File: src/rtl/core/tvs_pkg.sv
// ----------------------------------------------------------------------------
// tvs_pkg
// Shared constants and types of the trilinear volume sampler.
// ----------------------------------------------------------------------------
package tvs_pkg;

   localparam int GRID_SIZE   = 32;
   localparam int FRAC_BITS   = 8;
   localparam int AXIS_BITS   = $clog2(GRID_SIZE);
   localparam int HALF_BITS   = (AXIS_BITS > 1) ? AXIS_BITS - 1 : 1;
   localparam int NBANK       = 8;
   localparam int BANK_AW     = 3 * HALF_BITS;
   localparam int BANK_DEPTH  = 1 << BANK_AW;
   localparam int STORE_DEPTH = GRID_SIZE * GRID_SIZE * GRID_SIZE;

   localparam int INDEX_W   = 15;
   localparam int VOXEL_W   = 16;
   localparam int COORD_W   = 16;
   localparam int VALUE_W   = 24;
   localparam int WEIGHT_W  = FRAC_BITS + 1;
   localparam int T_W       = COORD_W + AXIS_BITS + FRAC_BITS;
   localparam int CORNER_W  = T_W - FRAC_BITS;
   localparam int W2_W      = 2 * WEIGHT_W;
   localparam int W3_W      = 3 * WEIGHT_W;
   localparam int PROD_W    = W3_W + 1 + VOXEL_W;
   localparam int SUM_W     = PROD_W + 3;

   localparam int CENTER    = (GRID_SIZE / 2) << FRAC_BITS;
   localparam int ONE_W     = 1 << FRAC_BITS;
   localparam int CORNER_MAX = GRID_SIZE - 2;

   localparam logic REQ_LOAD   = 1'b0;
   localparam logic REQ_SAMPLE = 1'b1;

   typedef struct packed {
      logic                              valid;
      logic                              in_range;
      logic [NBANK-1:0][W2_W-1:0]        wxy;
      logic [NBANK-1:0][WEIGHT_W-1:0]    wz;
   } tvs_s1_type;

   typedef struct packed {
      logic [NBANK-1:0]                  wr_en;
      logic [BANK_AW-1:0]                wr_addr;
      logic [VOXEL_W-1:0]                wr_data;
      logic                              rd_en;
      logic [NBANK-1:0][BANK_AW-1:0]     rd_addr;
   } tvs_mem_type;

endpackage

File: src/rtl/core/tvs_front.sv
// ----------------------------------------------------------------------------
// tvs_front
// Coordinate split, bank addressing, axis weights and load writes.
// ----------------------------------------------------------------------------
module tvs_front
   import tvs_pkg::*;
(
   input  logic                      clock,
   input  logic                      reset,
   input  logic                      accept,
   input  logic                      advance,
   input  logic                      req_type,
   input  logic [INDEX_W-1:0]        voxel_index,
   input  logic signed [VOXEL_W-1:0] voxel_value,
   input  logic signed [COORD_W-1:0] coord_x,
   input  logic signed [COORD_W-1:0] coord_y,
   input  logic signed [COORD_W-1:0] coord_z,
   output tvs_mem_type               mem,
   output tvs_s1_type                s1
);

   logic signed [T_W-1:0]      t_val  [3];
   logic [CORNER_W-1:0]        corner [3];
   logic [FRAC_BITS-1:0]       frac   [3];
   logic [2:0]                 ok;
   logic [INDEX_W-1:0]         lx, ly, lz;
   logic [2:0]                 wbank;
   tvs_s1_type                 s1_ff, s1_in;
   logic [CORNER_W-1:0]        ca;
   logic [HALF_BITS-1:0]       half [3];
   logic [WEIGHT_W-1:0]        w    [3];
   logic                       sel;

   assign t_val[0] = T_W'(coord_x) + T_W'(CENTER);
   assign t_val[1] = T_W'(coord_y) + T_W'(CENTER);
   assign t_val[2] = T_W'(coord_z) + T_W'(CENTER);

   always_comb begin
      for (int a = 0; a < 3; a++) begin
         corner[a] = t_val[a][T_W-1:FRAC_BITS];
         frac[a]   = t_val[a][FRAC_BITS-1:0];
         ok[a]     = !t_val[a][T_W-1] && (corner[a] <= CORNER_W'(CORNER_MAX));
      end
   end

   assign lx    = voxel_index >> (2 * AXIS_BITS);
   assign ly    = voxel_index >> AXIS_BITS;
   assign lz    = voxel_index;
   assign wbank = {lx[0], ly[0], lz[0]};

   always_comb begin
      mem         = '0;
      s1_in       = '0;
      ca          = '0;
      sel         = 1'b0;
      half        = '{default: '0};
      w           = '{default: '0};
      mem.wr_addr = {HALF_BITS'(lx[AXIS_BITS-1:0] >> 1), HALF_BITS'(ly[AXIS_BITS-1:0] >> 1),
                     HALF_BITS'(lz[AXIS_BITS-1:0] >> 1)};
      mem.wr_data = voxel_value;
      mem.rd_en   = accept && (req_type == REQ_SAMPLE);
      for (int b = 0; b < NBANK; b++) begin
         mem.wr_en[b] = accept && (req_type == REQ_LOAD) &&
                        (32'(voxel_index) < 32'(STORE_DEPTH)) && (wbank == 3'(b));
         for (int a = 0; a < 3; a++) begin
            sel     = b[2-a] ^ corner[a][0];
            ca      = corner[a] + CORNER_W'(sel);
            half[a] = HALF_BITS'(ca >> 1);
            w[a]    = sel ? WEIGHT_W'(frac[a]) : WEIGHT_W'(ONE_W) - WEIGHT_W'(frac[a]);
         end
         mem.rd_addr[b] = {half[0], half[1], half[2]};
         s1_in.wxy[b]   = w[0] * w[1];
         s1_in.wz[b]    = w[2];
      end
      s1_in.valid    = accept && (req_type == REQ_SAMPLE);
      s1_in.in_range = &ok;
   end

   always_ff @(posedge clock) begin
      if (reset) begin
         s1_ff.valid <= 1'b0;
      end else if (advance) begin
         s1_ff <= s1_in;
      end
   end

   assign s1 = s1_ff;

endmodule

File: config.mk
export PLATFORM = sky130hd
export DESIGN_NAME = tvs_front
export DESIGN_NICKNAME = d
export VERILOG_FILES = /design/src/rtl/core/tvs_pkg.sv /design/src/rtl/core/tvs_front.sv
export SDC_FILE = /design/constraint.sdc
export NUM_CORES = 1
export LEC_CHECK = 0
export BUFFER_PORTS_ARGS = -buffer_cell sky130_fd_sc_hd__buf_2
export CORE_MARGIN = 2
export CORE_UTILIZATION = 55
export CTS_CLUSTER_DIAMETER = 30
export DETAILED_ROUTE_END_ITERATION = 10
export GPL_TIMING_DRIVEN = 0
export MAX_ROUTING_LAYER = met4
export PLACE_DENSITY = 0.93
export SYNTH_ARGS = -nofsm -noshare
export SYNTH_HDL_FRONTEND = slang
export SYNTH_SLANG_ARGS = --single-unit
File: constraint.sdc
create_clock -name clock -period 17.12 [get_ports clock]
set_clock_uncertainty 0.1 [all_clocks]
set_input_delay 1.712 -clock clock [delete_from_list [all_inputs] [get_ports clock]]
set_output_delay 1.712 -clock clock [all_outputs]
set_load 0.03 [all_outputs]
**Word-level counts from Yosys, hierarchy flattened**

Cells that the tools add are included.
W data, S select, Z words.

- Register bits after elaboration: 92
- Bits of input ports: 84
- Output and inout bits: 351
- Word-level logic and storage cells: 66

- $add $sub $neg: 12
- $mul: 4
- $lt $le $gt $ge: 3
- Equality and inequality tests: 7
- Mux-type cells: 6
- Bitwise logic cells: 5
- Reductions and logical operators: 19

Operators by type and width:

| kind | number |
|---|---|
| $mul A9 B9 Y18 | 4 |
| $le A21 B5 Y1 const B | 3 |
| $add A16 B14 Y17 const B | 3 |
| $mux W9 | 4 |
| $add A5 B2 Y5 | 6 |
| $sub A9 B8 Y9 const A | 3 |
| $mux W8 | 2 |
| $logic_and A1 B1 Y1 | 13 |
| $eq A3 B3 Y1 const B | 4 |
| $eq A3 B2 Y1 const B | 2 |
| $not A1 Y1 | 5 |
| $eq A3 B1 Y1 const B | 1 |
| $logic_not A1 Y1 | 3 |
| $logic_not A3 Y1 | 1 |
| $reduce_and A3 Y1 | 1 |
| $reduce_and A2 Y1 | 1 |

**Longest topological paths before layout**

Gate-level depths: netlist of the first run.

- Word-level depth: 4
- Gate-level depth with buffers: 24
- Gate-level depth less buffers: 22

**Worst setup path before layout of the first run**

No wires, ideal clock.

- Kind: input port to flip-flop
- Start point: input port coord_x[0]
- End point: register s1_ff (netlist bit s1[195]), data pin
- Setup time: 259 ps
- Arrival: 6877 ps
- Required time: 16761 ps
- Setup slack: 9884 ps
- Stages on the path: 20
- Buffers on the path: 1
- Cells stage by stage: inv_1 > clkbuf_1 > ha_1 > nand2_1 > or3_1 > nand2_1 > xor2_1 > nor2_1 > fa_1 > fa_1 > fa_1 > inv_1 > fa_1 > inv_1 > ha_1 > a21oi_1 > nor2b_1 > or4_1 > a41oi_1 > xnor2_1

RTL lines:

| what | line | RTL |
|---|---|---|
| start, declared | tvs_front.sv:15 | `input logic signed [COORD_W-1:0] coord_x,` |
| end signal, assigned | tvs_front.sv:83 | `s1_ff <= s1_in;` |
| end, declared | tvs_front.sv:28 | `tvs_s1_type s1_ff, s1_in;` |

==> metrics.md, run 1 <==
| Metric | Value |
|---|---|
| Status | `finished clean` |
| Clock buffer depth | `2` |
| Core ar. | `27900 µm²` |
| Detailed placement HPWL | `37300 µm` |
| Endpoint kind of the worst setup timing path | `flip-flop` |
| Mean Syn Cell Area | `9.14 µm²` |
| Global-route wire length before repair | `65000 µm` |
| First-pass DRT Iterations | `5` |
| Final Critical Period | `8100 ps` |
| Syn nets | `2151` |
| Highest net fanout along the worst path | `10` |
| Number of buffers added for setup after CTS | `0` |
| Area contributors post-synth | `sky130_fd_sc_hd__fa_1 26%, sky130_fd_sc_hd__edfxtp_1 17%, sky130_fd_sc_hd__ha_1 13%` |
| Worst-path clk slew | `60 ps` |
| Number of antenna violations at the first check in global routing | `9` |
| Clock Sinks | `88` |
| Critical path data arrival time | `8110 ps` |
| Antenna Violating Nets Remaining | `0` |
| Warning count from the yosys run | `0` |
| Boundary Pins | `435` |
| Chip Width | `172 µm` |
| Clock latency at the later pin of the worst-skew pair | `360 ps` |
| Biggest area consumer among synthesized cells | `sky130_fd_sc_hd__fa_1` |
| Sequential element share of the synthesized area | `16.9%` |
| Post-synth cell types | `62` |
| Routed wire length | `43400 µm` |
| Average wire length per cell after detail routing | `17.3 µm` |
| Path type of the worst setup path | `in -> reg` |
| Root cell of the clock tree | `sky130_fd_sc_hd__clkbuf_16` |
| TritonCTS Buffers | `9` |
| Register-to-Register Path Depth | `2` |
| Count of endpoints failing hold in the final timing report | `0` |
| Share of synthesized registers carrying an async set or reset | `0%` |
| Pin count of the biggest net entering global routing | `33` |
| Total negative slack | `0 ps` |
| Maximum ir drop on the vdd rail | `0.000169 V` |
| Class of the most critical hold timing path | `reg -> reg` |
| Number of hold buffers added after CTS | `0` |
| Cell count of the worst hold path | `2` |
| Required time reported for the critical path endpoint | `17130 ps` |
| Highest achievable clock rate | `123 MHz` |
| Total routing resource utilization after global routing | `29.8%` |
| # resized after CTS | `0` |
| Proportion of layout cells with a drive suffix above 1 | `32.8%` |
| Count of state elements after synthesis | `88` |
| Period utilisation layout | `47.3%` |
| H-tree depth reported by CTS | `3` |
| Die Footprint | `29700 µm²` |
| Worst slew margin relative to its limit | `20.5%` |
| First DRT Iteration DRCs | `969` |
| DRC viols | `0` |
| Slew @ Worst Pin | `1190 ps` |
| Share of the synthesized area in the top cell type | `25.7%` |
| Ratio of total power to cell area | `148 nW/µm²` |
| Cell count after synthesis | `1706` |
| Final standard cell utilization of the core | `66.1%` |
| Count of flip-flops with a built-in enable after synthesis | `87` |
| Die H | `172 µm` |
| Final weighted congestion in routability-driven placement | `0.973` |
| Final-stage net count | `2563` |
| Launching element type of the critical path | `primary input` |
| Relative area change from synthesis to final layout | `18.0%` |
| Worst hold slack across all endpoints | `408 ps` |
| Setup repair after global routing missed its margin | `no` |
| Max-Cap Viols | `0` |
| Via count of the first global-routing pass | `12.3k` |
| Number of rows in the core area | `61` |
| Total of endpoints with negative setup slack in the final report | `0` |
| Leakage | `9.86 nW` |
| Commonest register cell after synthesis | `sky130_fd_sc_hd__edfxtp_1` |
| Final number of max-transition violations | `0` |
| CTS tree | `yes` |
| Netlist area before placement | `15600 µm²` |
| Flip-flop count of the largest register after layout | `88` |
| Remaining global-route overflow | `0` |
| Via density | `5.08` |
| Port Buffer Count | `399` |
| Initial Util | `56.0%` |
| DR vias | `12.7k` |
## Yosys cell counts (11+ instances only)
library cell and count:
sky130_fd_sc_hd__a21o_1 13, sky130_fd_sc_hd__a21oi_1 36, sky130_fd_sc_hd__a31oi_1 11, sky130_fd_sc_hd__buf_4 242, sky130_fd_sc_hd__clkbuf_1 28, sky130_fd_sc_hd__edfxtp_1 87, sky130_fd_sc_hd__fa_1 200, sky130_fd_sc_hd__ha_1 161
sky130_fd_sc_hd__inv_1 274, sky130_fd_sc_hd__nand2_1 111, sky130_fd_sc_hd__nand2b_1 33, sky130_fd_sc_hd__nand3_1 15, sky130_fd_sc_hd__nor2_1 230, sky130_fd_sc_hd__nor2b_1 13, sky130_fd_sc_hd__o21a_1 12, sky130_fd_sc_hd__o21ai_0 27
sky130_fd_sc_hd__xnor2_1 59, sky130_fd_sc_hd__xor2_1 40
## path summary, 6_finish.rpt
| kind | startpoint | endpoint | slack (ps) |
|---|---|---|---|
| min reg2reg | s1[217] | s1[217] | 410 |
| min | s1[217] | s1[217] | 410 |
| max | coord_x[0] | s1[195] | 9020 |
| max reg2reg | s1[217] | s1[217] | 16440 |
## routing by layer
layer	track usage (%)	up-vias	routed length [µm]
li1	-	5950	-
met1	38.4	6222	18000
met2	48.4	507	20900
met3	5.72	61	3430
met4	8.37	0	1060
met5	-	-	0
## stage by stage
| stage | worst slack [ps] | total power, mW | area (µm²) | instances |
|---|---|---|---|---|
| 6_report | 9020 | 2.72 | 18400 | 2508 |
| 5_1_grt | 8650 | 3.01 | 18400 | 2508 |
| 4_1_cts | 9100 | 2.73 | 18400 | 2500 |
| 3_5_place_dp | 8730 | 2.52 | 18100 | 2485 |
| 3_3_place_gp | 8820 | 2.44 | 18100 | 2483 |
| 2_1_floorplan | 9880 | 2.05 | 15600 | 1706 |
## logic make-up after synthesis
kind of cell	synth area share, %
simple gates	12.8
fa+ha+maj	38.6
mux	0.409
compound gates	5.67
buf+inv	19.4
xor+xnor	6.26
flops	16.9
## critical path, cell delays in order
cell	delay [ps]
sky130_fd_sc_hd__buf_2	150
sky130_fd_sc_hd__inv_1	100
sky130_fd_sc_hd__clkbuf_1	430
sky130_fd_sc_hd__ha_1	300
sky130_fd_sc_hd__nand2_1	80
sky130_fd_sc_hd__or3_1	380
sky130_fd_sc_hd__nand2_1	150
sky130_fd_sc_hd__xor2_1	940
sky130_fd_sc_hd__nor2_1	150
sky130_fd_sc_hd__fa_1	590
sky130_fd_sc_hd__fa_1	440
sky130_fd_sc_hd__fa_1	550
sky130_fd_sc_hd__inv_1	60
sky130_fd_sc_hd__fa_1	530
sky130_fd_sc_hd__inv_1	40
sky130_fd_sc_hd__ha_1	350
sky130_fd_sc_hd__a21oi_1	210
sky130_fd_sc_hd__nor2b_1	80
sky130_fd_sc_hd__or4_1	520
sky130_fd_sc_hd__a41oi_1	270
sky130_fd_sc_hd__xnor2_1	90
## power by group
part           switching, mW  internal (mW)  leakage (nW)
logic                   1.27          0.842          8.93
registers             0.0340          0.386         0.801
clock network         0.0942         0.0987         0.133
total                   1.40           1.33          9.86
## placed cells by master, fill, tap and decap left out, drive strengths merged, types with 5 or more instances in the layout
| cell type | n |
|---|---|
| diode | 8 |
| nor2 | 230 |
| a21o | 13 |
| o21a | 12 |
| nor3 | 11 |
| or3 | 7 |
| nand2 | 111 |
| a21oi | 36 |
| a211oi | 8 |
| clkbuf | 37 |
| buf | 654 |
| or2 | 9 |
| edfxtp | 87 |
| nand3 | 15 |
| xnor2 | 63 |
| a31oi | 11 |
| xor2 | 42 |
| ha | 161 |
| o211ai | 5 |
| fa | 200 |
| nor2b | 13 |
| inv | 277 |
| o21ai | 28 |
| nand2b | 34 |
| nor4 | 6 |
## cell type report
cell class | count | area, µm²
Tap cell | 378 | 473
Multi-Input combinational cell | 1063 | 9950
Clock buffer | 9 | 225
Timing Repair Buffer | 401 | 2040
Antenna cell | 8 | 20.0
Fill cell | 2227 | 9450
Inverter | 274 | 1030
Buffer | 281 | 1990
Sequential cell | 88 | 2630
Clock inverter | 6 | 43.8
No activity file was read; power rests on OpenSTA's default activity.
==> run 2, diff against run 1 <==
--- a/config.mk
+++ b/config.mk
@@ -7,12 +7,12 @@
 export LEC_CHECK = 0
 export BUFFER_PORTS_ARGS = -buffer_cell sky130_fd_sc_hd__buf_2
 export CORE_MARGIN = 2
-export CORE_UTILIZATION = 55
+export CORE_UTILIZATION = 50
 export CTS_CLUSTER_DIAMETER = 30
 export DETAILED_ROUTE_END_ITERATION = 10
 export GPL_TIMING_DRIVEN = 0
 export MAX_ROUTING_LAYER = met4
-export PLACE_DENSITY = 0.93
+export PLACE_DENSITY = 0.9
 export SYNTH_ARGS = -nofsm -noshare
 export SYNTH_HDL_FRONTEND = slang
 export SYNTH_SLANG_ARGS = --single-unit
==> constraint.sdc (replaced) <==
create_clock -name clock -period 6.7 [get_ports clock]
set_clock_uncertainty 0.1 [all_clocks]
set_input_delay 0.67 -clock clock [delete_from_list [all_inputs] [get_ports clock]]
set_output_delay 0.67 -clock clock [all_outputs]
set_load 0.03 [all_outputs]
==> metrics.md, run 2 (synthesis results as in run 1) <==
| Metric | Value |
|---|---|
| Path type of the worst setup path | `in -> reg` |
| Worst R2R Setup Slack | `6000 ps` |
| Reg2reg end | `s1[217]` |
| Post-placement worst setup slack | `-652 ps` |
| Die H | `181 µm` |
| Sw Ratio | `51.3%` |
| H-tree depth reported by CTS | `3` |
| Final Critical Period | `6570 ps` |
| CTS tree | `yes` |
| Post-Place Cell Area | `18200 µm²` |
| Routed wire length | `42600 µm` |
| Worst reg2reg startpoint | `s1[217]` |
| Via density | `4.99` |
| Total Power Consumption | `7.02 mW` |
| Cell with the largest stage delay on the worst path | `sky130_fd_sc_hd__fa_1` |
| Worst hold slack across all endpoints | `409 ps` |
| Worst-path clk slew | `70 ps` |
| Endpoint kind of the worst setup timing path | `flip-flop` |
| Sequential Power Share | `15.3%` |
| Clock buffer depth | `2` |
| First-pass DRT Iterations | `5` |
| Highest achievable clock rate | `152 MHz` |
| Ratio of total power to cell area | `377 nW/µm²` |
| Critical path data arrival time | `6580 ps` |
| Hold Path Origin | `coord_z[0]` |
| Boundary Pins | `435` |
| Part of the power in the clock network | `7.3%` |
| Root cell of the clock tree | `sky130_fd_sc_hd__clkbuf_16` |
| Internal portion of total power | `3.42 mW` |
| Proportion of power drawn by combinational gates | `77.4%` |
| Die Footprint | `32600 µm²` |
| Count of fill cells added during filler insertion | `2598` |
| Number of antenna violations at the first check in global routing | `6` |
| Total negative slack | `0 ps` |
| Final std cell area, no fill | `18600 µm²` |
| Worst path bufs/invs | `4` |
| Final-stage net count | `2564` |
| Antenna Violating Nets Remaining | `0` |
| Number of hold buffers added after CTS | `0` |
| Pin count of the biggest net entering global routing | `36` |
| Maximum ir drop on the vdd rail | `0.000350 V` |
| Total net switching power | `3.60 mW` |
| Area used by multi-input combinational logic | `10100 µm²` |
| Register-to-Register Path Depth | `2` |
| Clock latency at the later pin of the worst-skew pair | `360 ps` |
| DR vias | `12.6k` |
| Chip Width | `181 µm` |
| Via count of the first global-routing pass | `12.9k` |
| Cell count of the worst hold path | `1` |
| Leading cell type in the layout, fill and taps excluded | `sky130_fd_sc_hd__buf_2` |
| Area taken by flip-flops and latches | `2630 µm²` |
| Flip-flop count of the largest register after layout | `88` |
| Detailed placement HPWL | `36100 µm` |
| Most frequent cell on the critical path | `sky130_fd_sc_hd__fa_1` |
| Remaining global-route overflow | `0` |
| Relative area change from synthesis to final layout | `19.4%` |
| Average wire length per cell after detail routing | `16.9 µm` |
| DRC viols | `0` |
| Port Buffer Count | `399` |
| Proportion of layout cells with a drive suffix above 1 | `33.9%` |
| Fin worst setup slack | `126 ps` |
| Total of endpoints with negative setup slack in the final report | `0` |
| Global-route wire length before repair | `66800 µm` |
| Number of rows in the core area | `64` |
| Leakage | `9.92 nW` |
| Final weighted congestion in routability-driven placement | `0.948` |
| Worst slew margin relative to its limit | `24.5%` |
| Period utilisation layout | `98.1%` |
| Total routing resource utilization after global routing | `26.7%` |
| Slew @ Worst Pin | `1100 ps` |
| Clock Sinks | `88` |
| Final number of max-transition violations | `0` |
| Class of the most critical hold timing path | `in -> reg` |
| Most used cells in the layout excluding fill and tap cells | `405 x sky130_fd_sc_hd__buf_2, 272 x sky130_fd_sc_hd__inv_1, 243 x sky130_fd_sc_hd__buf_4` |
| Worst Hold Endpoint | `s1[9]` |
| Required time reported for the critical path endpoint | `6710 ps` |
| Initial Util | `50.9%` |
| Launching element type of the critical path | `primary input` |
| Kind of cell with the highest combined delay on the critical path | `adder cells` |
| Status | `finished clean` |
| Largest stage delay, worst path | `550 ps` |
| Core ar. | `30700 µm²` |
| TritonCTS Buffers | `9` |
| Count of endpoints failing hold in the final timing report | `0` |
| Setup repair after global routing missed its margin | `yes` |
| Max-Cap Viols | `0` |
| Critical-path cell list | `buf_2, or2_1, or4_4, nor3_1, nand2b_2, xnor2_1, nand2_1, fa_1, inv_1, fa_1, inv_1, fa_1, fa_1, inv_1, ha_1, o21a_1, o31a_1, or4_1, a31oi_1, o21ai_0, xnor2_1` |
| First DRT Iteration DRCs | `745` |
| Highest net fanout along the worst path | `8` |
-- run 2: changes by cell type in the layout (fill, tap and decap cells not counted), moves of 3 or more --
cell and delta:
sky130_fd_sc_hd__inv_8 +3, sky130_fd_sc_hd__clkbuf_1 -7, sky130_fd_sc_hd__xnor2_1 -3, sky130_fd_sc_hd__inv_6 -3, sky130_fd_sc_hd__clkinvlp_4 +5, sky130_fd_sc_hd__clkbuf_2 +5
sky130_fd_sc_hd__xor2_2 +4, sky130_fd_sc_hd__xor2_1 -5
-- run 2: cell type report --
type                            count  area share (%)
Multi-Input combinational cell   1063            54.1
Sequential cell                    88            14.1
Timing Repair Buffer              403            11.1
Buffer                            280            10.8
Inverter                          274            5.56
Tap cell                          396            2.66
Clock buffer                        9            1.21
Clock inverter                      7           0.343
Antenna cell                        7          0.0940
-- run 2: power by group through the flow --
stage | registers, mW | clock network, mW | logic, mW
2_1_floorplan | 1.39 | 0 | 3.86
3_3_place_gp | 1.09 | 0 | 5.16
3_5_place_dp | 1.09 | 0 | 5.35
4_1_cts | 1.08 | 0.528 | 5.43
5_1_grt | 1.10 | 0.547 | 6.04
6_report | 1.07 | 0.510 | 5.44
-- run 2: metal layers --
layer	track usage, %	vias up	share of wire [%]	wire length (µm)
li1	-	5950	-	-
met1	34.0	6091	42	17800
met2	43.5	494	49	20700
met3	4.39	82	6.9	2940
met4	8.61	0	2.9	1220
met5	-	-	0	0
-- run 2: worst register-to-register path, delay by kind of cell (launching register included) --
family,cells,cell delay [ps]
and+or+nand+nor,1,60
DFF,1,310
muxes,1,120
-- run 2: worst max path at each step --
| stage | startpoint | endpoint | slack, ps | cells past startpoint |
|---|---|---|---|---|
| final | coord_x[0] | s1[194] | 130 | 21 |
| after global routing | coord_y[0] | s1[160] | -1 | 21 |
| after CTS | coord_y[0] | s1[125] | 4 | 22 |
| after detailed placement | coord_x[0] | s1[87] | -650 | 21 |
| after global placement | coord_x[0] | s1[87] | -620 | 21 |
| after floorplan | coord_x[0] | s1[195] | 510 | 20 |
-- run 2: metrics by stage --
step	instances	util [%]
2_1_floorplan	1706	-
3_3_place_gp	2501	59.0
3_5_place_dp	2504	59.2
4_1_cts	2519	60.3
5_1_grt	2526	60.7
6_report	2527	60.7
-- run 2: timing repair --
| action | 4_1_cts | 5_1_grt |
|---|---|---|
| pin swaps | 0 | 1 |
| gates resized for setup | 8 | 29 |
| setup endpoints to repair | 14 | 16 |
| cloned | 0 | 0 |
| buffers inserted | 0 | 1 |
==> run 3, diff against run 2 <==
--- a/config.mk
+++ b/config.mk
@@ -6,7 +6,7 @@
 export NUM_CORES = 1
 export LEC_CHECK = 0
 export BUFFER_PORTS_ARGS = -buffer_cell sky130_fd_sc_hd__buf_2
-export CORE_MARGIN = 2
+export CORE_MARGIN = 4
 export CORE_UTILIZATION = 50
 export CTS_CLUSTER_DIAMETER = 30
 export DETAILED_ROUTE_END_ITERATION = 10
==> constraint.sdc (replaced) <==
create_clock -name clock -period 6.7 [get_ports clock]
set_clock_uncertainty 0.1 [all_clocks]
set_input_delay 0.335 -clock clock [delete_from_list [all_inputs] [get_ports clock]]
set_output_delay 0.335 -clock clock [all_outputs]
set_load 0.02 [all_outputs]
==> metrics.md, run 3 (synthesis results as in run 1) <==
| Metric | Value |
|---|---|
| Leakage | `9.89 nW` |
| Maximum ir drop on the vdd rail | `0.000252 V` |
| Final number of max-transition violations | `0` |
| Remaining global-route overflow | `0` |
| Status | `finished clean` |
| Root cell of the clock tree | `sky130_fd_sc_hd__clkbuf_16` |
| Highest achievable clock rate | `155 MHz` |
| Register-to-Register Path Depth | `2` |
| Initial Util | `50.9%` |
| Launching element type of the critical path | `primary input` |
| Endpoint kind of the worst setup timing path | `flip-flop` |
| Total routing resource utilization after global routing | `25.7%` |
| Worst-path clk slew | `70 ps` |
| Via count of the first global-routing pass | `12.9k` |
| Routed wire length | `43700 µm` |
| Global-route wire length before repair | `67300 µm` |
| Relative area change from synthesis to final layout | `18.7%` |
| Final Critical Period | `6440 ps` |
| Worst R2R Setup Slack | `6020 ps` |
| Most frequent cell on the critical path | `sky130_fd_sc_hd__fa_1` |
| TritonCTS Buffers | `9` |
| Path type of the worst setup path | `in -> reg` |
| Ratio of total power to cell area | `366 nW/µm²` |
| Antenna Violating Nets Remaining | `0` |
| Period utilisation layout | `96.1%` |
| Count of endpoints failing hold in the final timing report | `0` |
| Die H | `185 µm` |
| Fin worst setup slack | `259 ps` |
| Core ar. | `30700 µm²` |
| DRC viols | `0` |
| Cell with the largest stage delay on the worst path | `sky130_fd_sc_hd__xor2_1` |
| Final weighted congestion in routability-driven placement | `0.992` |
| Worst slew margin relative to its limit | `23.0%` |
| DR vias | `12.8k` |
| Flip-flop count of the largest register after layout | `88` |
| Number of antenna violations at the first check in global routing | `7` |
| Port Buffer Count | `399` |
| Kind of cell with the highest combined delay on the critical path | `adder cells` |
| Via density | `5.07` |
| Pin count of the biggest net entering global routing | `34` |
| Final-stage net count | `2562` |
| Cell count after placement | `2503` |
| Chip Width | `185 µm` |
| Clock latency at the later pin of the worst-skew pair | `360 ps` |
| Cell count of the worst hold path | `1` |
| Leading cell type in the layout, fill and taps excluded | `sky130_fd_sc_hd__buf_2` |
| Most used cells in the layout excluding fill and tap cells | `406 x sky130_fd_sc_hd__buf_2, 273 x sky130_fd_sc_hd__inv_1, 242 x sky130_fd_sc_hd__buf_4` |
| Critical path data arrival time | `6450 ps` |
| Count of non-filler cells in the finished layout | `2526` |
| Post-placement worst setup slack | `-495 ps` |
| Highest net fanout along the worst path | `10` |
| Worst path bufs/invs | `6` |
| Class of the most critical hold timing path | `in -> reg` |
| Proportion of layout cells with a drive suffix above 1 | `33.1%` |
| Number of buffers added for setup after CTS | `0` |
| Number of hold buffers added after CTS | `0` |
| Required time reported for the critical path endpoint | `6710 ps` |
| Boundary Pins | `435` |
| Slew @ Worst Pin | `1120 ps` |
| First DRT Iteration DRCs | `876` |
| Critical-path cell list | `buf_2, inv_1, ha_1, nand2_1, nand2_1, xor2_1, clkbuf_1, nor2_1, fa_1, fa_1, fa_1, inv_1, fa_1, inv_1, ha_1, clkbuf_1, nand3_1, o21ai_1, a31oi_1, o31ai_1, xnor2_1` |
| Clock buffer depth | `2` |
| Largest stage delay, worst path | `710 ps` |
| CTS tree | `yes` |
| WP depth | `21` |
| Die Footprint | `34100 µm²` |
| Number of rows in the core area | `64` |
| Total of endpoints with negative setup slack in the final report | `0` |
| Average wire length per cell after detail routing | `17.3 µm` |
| Clock Sinks | `88` |
| H-tree depth reported by CTS | `3` |
| Detailed placement HPWL | `37000 µm` |
| First-pass DRT Iterations | `7` |
| Max-Cap Viols | `0` |
-- run 3: cell count changes in the layout (fill, tap and decap cells not counted), moves of 3 or more --
cell,delta
sky130_fd_sc_hd__xor2_2,-3
sky130_fd_sc_hd__clkinvlp_4,-5
sky130_fd_sc_hd__clkbuf_1,+6
sky130_fd_sc_hd__xor2_1,+3
sky130_fd_sc_hd__clkbuf_2,-4
sky130_fd_sc_hd__inv_6,+3
-- run 3: what timing repair did --
action                     CTS  global route
setup endpoints to repair    5            14
hold endpoints to repair     0             0
gates resized for setup      2             9
-- run 3: cell type report --
cell class / instances / area, µm²
clock buffer: 10 / 229
timing repair buffer: 401 / 2040
multi-input combinational: 1063 / 10000
sequential: 88 / 2630
buffer: 280 / 1990
antenna: 8 / 20.0
tap: 396 / 495
fill: 2602 / 12200
clock inverter: 6 / 72.6
inverter: 274 / 1030
-- run 3: worst register-to-register path, delay by kind of cell, from the launching register on --
kind | cells | cell delay (ps)
DFF | 1 | 310
and+or+nand+nor | 1 | 50
muxes | 1 | 120
-- run 3: path summary, 6_finish.rpt --
check,start,endpoint
worst min register to register,s1[217],s1[217]
worst max-delay path,coord_y[0],s1[125]
worst min-delay path,coord_z[0],s1[9]
worst max register to register,s1[217],s1[217]
-- run 3: per-layer routing --
metal	wire length [µm]	global-route usage (%)
met1	17400	32.5
met2	21900	43.0
met3	3180	3.89
met4	1160	7.72
met5	0	-
-- run 3: where the power goes --
part           switching [mW]  total, mW  internal, mW  leakage (nW)
Clock                   0.247      0.542         0.296         0.150
Combinational            3.01       5.16          2.16          8.94
Sequential             0.0834       1.07         0.986         0.801
-- run 3: per-stage QoR --
step | hold slack (ps) | total power [mW] | setup TNS [ps] | util [%] | instance area (µm²)
floorplan | 307 | 4.96 | 0 | - | 15600
global placement | 376 | 5.95 | -3510 | 59.0 | 18100
detailed placement | 389 | 6.16 | -5160 | 59.1 | 18100
CTS | 62.5 | 6.76 | 0 | 60.2 | 18500
global route | 65.0 | 7.46 | -81.1 | 60.4 | 18500
finish | 72.3 | 6.78 | 0 | 60.4 | 18500
